<file path="config.mk">
export PLATFORM = sky130hd
export DESIGN_NAME = arpc_ctrl
export DESIGN_NICKNAME = d
export VERILOG_FILES = /design/src/rtl/core/arpc_pkg.sv /design/src/rtl/core/arpc_ctrl.sv
export SDC_FILE = /design/constraint.sdc
export NUM_CORES = 1
export LEC_CHECK = 0
export ABC_CLOCK_PERIOD_IN_PS = 1000
export BUFFER_PORTS_ARGS = -buffer_cell sky130_fd_sc_hd__buf_2
export CAP_MARGIN = 0
export CORE_AREA = 2 2 39 41
export DETAILED_ROUTE_END_ITERATION = 10
export DIE_AREA = 0 0 41 43
export SETUP_SLACK_MARGIN = 0.5
export SLEW_MARGIN = 25
export SYNTH_ARGS = -nofsm -noshare
export SYNTH_HDL_FRONTEND = slang
export SYNTH_SLANG_ARGS = --single-unit
</file>
<file path="constraint.sdc">
create_clock -name aclk -period 1 [get_ports aclk]
set_input_delay 0.05 -clock aclk [delete_from_list [all_inputs] [get_ports aclk]]
set_output_delay 0.05 -clock aclk [all_outputs]
set_load 0.05 [all_outputs]
</file>
<file path="src/rtl/core/arpc_pkg.sv">
// ---------------------------------------------------------------------------
// ARP cache package
// Shared widths, result codes and controller interface types for the
// address-resolution cache.
// ---------------------------------------------------------------------------
`default_nettype none

package arpc_pkg;

    localparam int DEFAULT_TABLE_DEPTH = 64;
    localparam int IP_W  = 32;
    localparam int MAC_W = 48;

    typedef enum logic [1:0] {
        ST_FOUND = 2'd0,
        ST_MISS  = 2'd1,
        ST_ADDED = 2'd2,
        ST_FULL  = 2'd3
    } status_t;

    typedef struct packed {
        logic start;
        logic read;
        logic commit;
    } arpc_cmd_t;

    typedef struct packed {
        logic hit;
        logic pend;
        logic ptr_end;
        logic out_free;
    } arpc_stat_t;

endpackage

`default_nettype wire

</file>
<file path="src/rtl/core/arpc_ctrl.sv">
// ---------------------------------------------------------------------------
// ARP cache controller
// Sequences the accept, the entry-by-entry search and the result commit.
// ---------------------------------------------------------------------------
`default_nettype none

module arpc_ctrl
    import arpc_pkg::*;
(
    input  wire logic       aclk,
    input  wire logic       aresetn,
    input  wire logic       s_tvalid,
    output logic            s_tready,
    input  wire arpc_stat_t st,
    output arpc_cmd_t       cmd
);

    typedef enum logic [2:0] {
        S_IDLE   = 3'b001,
        S_SEARCH = 3'b010,
        S_FINISH = 3'b100
    } state_t;

    state_t state_reg;
    state_t state_next;

    always_ff @(posedge aclk) begin
        if (!aresetn) begin
            state_reg <= S_IDLE;
        end else begin
            state_reg <= state_next;
        end
    end

    always_comb begin
        state_next = state_reg;
        cmd        = '0;
        s_tready   = 1'b0;
        case (state_reg)
            S_IDLE: begin
                s_tready = 1'b1;
                if (s_tvalid) begin
                    cmd.start  = 1'b1;
                    state_next = S_SEARCH;
                end
            end
            S_SEARCH: begin
                if (st.hit || (st.ptr_end && !st.pend)) begin
                    state_next = S_FINISH;
                end else begin
                    cmd.read = !st.ptr_end;
                end
            end
            S_FINISH: begin
                if (st.out_free) begin
                    cmd.commit = 1'b1;
                    state_next = S_IDLE;
                end
            end
            default: begin
                state_next = S_IDLE;
            end
        endcase
    end

endmodule

`default_nettype wire

</file>
; Word-level counts from Yosys, hierarchy flattened
; Cells that the tools add are included.
[op_classes]
eq_ne = 6
mux = 11
reduce_logical = 5
[ops]
columns = operator, n
row1 = $mux W3, 3
row2 = $pmux W3 S3, 1
row3 = $mux W1, 7
row4 = $ne A2 B2 Y1 const B, 3
row5 = $eq A3 B1 Y1 const B, 1
row6 = $eq A3 B2 Y1 const B, 1
row7 = $eq A3 B3 Y1 const B, 1
row8 = $reduce_and A3 Y1, 1
row9 = $logic_not A1 Y1, 2
row10 = $logic_and A1 B1 Y1, 1
row11 = $logic_or A1 B1 Y1, 1
[word_totals]
register_bits = 3
input_bits = 7
word_cells = 23

; Logic depth before layout (Yosys ltp)
[depth]
ltp_word = 5
mapped_depth = 3

; Least setup slack after synthesis
; OpenSTA, ideal clock, no wires.
[synth_path]
kind = flip-flop to flip-flop
startpoint = register state_reg[2]
endpoint = register state_reg[0]
setup_ns = 0.198
t_arrival_ns = 2.199
path_slack_ns = -1.398
stages_incl_launch_ff = 3
path_buffers = 0
path_cell_list = dfxtp_1 nor4bb_1 o21ai_1
[synth_between]
elab_chain_cells = 3
word_cells_on_any_way = 8
cone_classes = eq/ne: 6 / mux: 1 / reduce/logical: 1
[synth_rtl]
columns = element, line_no
row1 = "start, declared", arpc_ctrl.sv:24  ; state_t state_reg;
row2 = "start signal, assigned", arpc_ctrl.sv:31  ; state_reg <= state_next;
row3 = "$eq A3 B2 Y1, or another cell as far along", arpc_ctrl.sv:39  ; case (state_reg)
row4 = $ne A2 B2 Y1 (no source line), --
row5 = $reduce_and A3 Y1 (no source line), --
; Several ways; a longest one is shown, not always the timed one.
; A chain may end at the register's enable or synchronous reset.

==> flow_summary_export.csv <==
group,metric,value,unit
detailed_routing,wl_per_cell,10.02,microns
worst_setup_path,crit_chain,"buf_6, nor4bb_4, buf_6",
synthesis,synth_area_leaders,"dfxtp_1, nor4bb_1, a2111oi_2, mux2i_1, or4b_1",
worst_setup_path,critical_path_arrival,1.18,ns
synthesis,ys_types,14,
cells_and_area,drive_above_1_share,0.8049,
synthesis,synth_top_family_by_area,"simple AND/OR/NAND/NOR gates",
cells_and_area,final_net_count,49,
cells_and_area,largest_reg_flops,3,
synthesis,syn_area_per_cell,9.936,sq um
synthesis,synth_top_area_frac,0.3556,
worst_setup_path,path_max_fanout,5,
worst_setup_path,cp-end-kind,"output port",
synthesis,syn_nets,24,
synthesis,synthXorXnorAreaFrac,0,
timing,period_share,1.229,
global_route,grt_pass1_wl,993,microns
flow_run,cap_viol_max_count,0,
synthesis,netlist_instances,17,
worst_setup_path,crit_top_cell,"buf_6",
clocking,tritoncts,"yes",
power,leakage,0.0001900,uW
worst_setup_path,critPathBufInv,2,
power,power,522.1,uW
status,outcome,"finished with violations",
worst_setup_path,startpoint_type,"register",
worst_setup_path,crit_family,"flip-flops",
synthesis,yosys_register_bits,3,
cells_and_area,layout_common_cells,"buf_6, buf_2, buf_4",
cells_and_area,fin_cells,57,
placement,place.gp.congestion,0.7788,
timing,setup_ws,-0.2288,ns
clocking,clk_path_buf_depth,2,
cells_and_area,fin_util,0.3418,
power,p_clk_frac,0.406,
synthesis,synth_top_cell_by_area,"dfxtp_1",
detailed_routing,via_per_inst,4.053,
detailed_routing,ant_nets,0,
hold_path,hp-class,"primary input to register",
worst_setup_path,worstSetupPathType,"register to output port",
global_route,grt_antenna_before_repair,0,
worst_setup_path,cp_slowest_stage_delay,0.35,ns
synthesis,seq_area_frac_synth,0.3556,
synthesis,ys_warn_count,0,
detailed_routing,drtIter0Drc,3,
synthesis,synth_compound_area_frac,0.1926,
timing,slew_viol_final,0,
power,internal_power,368.3,uW
power,p_sw,153.9,uW
power,p_per_area,1104,nW/um^2
clocking,numCtsBuffers,3,
floorplan,die_y,43,microns
floorplan,core.rowCount,14,
floorplan,dieArea,1763,sq um
synthesis,synthAdderAreaFrac,0,
worst_setup_path,cp.required,0.95,ns
detailed_routing,drt-total-wl,571,microns
clocking,cts_root_buf,"clkbuf_4",
clocking,cts.sinks,3,
placement,preCtsSetupSlack,-0.1645,ns
status,violations,"setup timing",
timing,rsz0062_at_grt,"yes",
power,peakVddDrop,576.0,uV
placement,placed_cell_area,354.1,sq um
floorplan,dieWidth,41,microns
placement,numPortBuffers,10,
synthesis,yosys.area_share.simple,0.3704,
synthesis,synth_area,168.9,sq um
global_route,first_global_vias,237,
detailed_routing,first_pass_iters,2,
power,comb_power_share,0.338,
floorplan,start_util,0.1221,
timing,setup_viol,7,
global_route,grt.total_usage,0.09018,
worst_setup_path,crit_path_top_delay_cell,"dfxtp_4",
cells_and_area,areaGrowthSynthToFinish,180.0,%
clocking,h-tree-depth,1,
clocking,clkTransAtPathRegs,0.04,ns
timing,finalHoldViolations,0,
cells_and_area,fin_area,473.0,sq um
detailed_routing,drc_errors,0,
clocking,insertion_delay,0.23,ns
power,p_seq_frac,0.256,
cells_and_area,layout_commonest_cell,"buf_6",
global_route,grt_max_degree,6,
timing,timing.max_slew.rel_slack,0.8032,
timing,period_needed,1.229,ns
timing,tightestPinTransition,0.2952,ns
global_route,gr-total-overflow,0,
floorplan,fp.coreArea,1384,sq um
placement,dp.cells,51,
timing,fin_skew,0.005440,ns
detailed_routing,num_vias,231,
timing,fmax,813.8,MHz
worst_setup_path,timing.reg2reg.setup_slack,-0.16,ns
floorplan,num_io_pins,11,
synthesis,post_synth_mux_area_share,0.05926,
power,switching_share,0.2947,
cells_and_area,diodes,0,
[metrics by stage]
| step | TNS, ns | hold WS (ns) |
|---|---|---|
| after detailed placement | -0.6454 | 0.2528 |
| after CTS | -1.304 | -0.003037 |
| final | -1.190 | 0.004379 |
| after global placement | -0.6465 | 0.2590 |
| after floorplan | -1.239 | 0.1300 |
| after global routing | -1.707 | 0.0002980 |
[what timing repair did]
action	4_1_cts	5_1_grt
resized for setup	16	4
pin swaps	4	4
setup buffers	1	1
setup endpoints to repair	7	7
endpoints found under the hold margin	1	0
[power by group through the flow]
stage	Clock (uW)	Combinational (uW)	Sequential, uW
4_1_cts	225	171	133
6_report	212	176	134
5_1_grt	238	189	135
3_3_place_gp	0	133	134
2_1_floorplan	0	67.9	140
3_5_place_dp	0	134	134
[worst reg2reg max path: cells and delay by family, from the launching register on]
kind            cells  cell delay (ns)
simple gates        1             0.49
flops               1             0.35
compound gates      2             0.22
[synth_stat cells]
master,instances
nor4_1,1
or4b_1,1
nand2b_1,1
o21ai_0,1
nor2_1,1
dfxtp_1,3
o21a_1,1
nor3b_1,1
inv_1,1
nor4b_1,1
nor4bb_1,2
o21ai_1,1
a2111oi_2,1
mux2i_1,1
[worst paths after layout]
check,start,to,depth (start not counted)
setup / recovery,state_reg[1]$_SDFFE_PN0P_,cmd[2],3
hold / removal,aresetn,state_reg[0]$_SDFFE_PN1P_,2
setup reg to reg,state_reg[1]$_SDFFE_PN0P_,state_reg[0]$_SDFFE_PN1P_,3
hold reg to reg,state_reg[0]$_SDFFE_PN1P_,state_reg[2]$_SDFFE_PN0P_,2
[kinds of logic after synthesis]
group / Yosys count
AO/OA/AOI/OAI: 4
buffers and inverters: 1
AND/OR/NAND/NOR: 8
flip-flops: 3
multiplexers: 1
[final cells by class]
| class | count | area [sq um] |
|---|---|---|
| repair buffers | 20 | 168.9 |
| flip-flops and latches | 3 | 68.82 |
| multi-input cells | 13 | 185.2 |
| clock buffers | 4 | 26.28 |
| inverters | 1 | 3.754 |
| fillers | 145 | 910.9 |
| well taps | 16 | 20.02 |
[metal layers]
layer / global-route usage / wire (microns) / share of wire
met4: 0.06000 / 0 / 0
met2: 0.1156 / 255 / 0.45
met3: 0.05236 / 60 / 0.11
met1: 0.1086 / 255 / 0.45
met5: 0 / 0 / 0
Note: power is estimated with default switching activity, not from simulation.
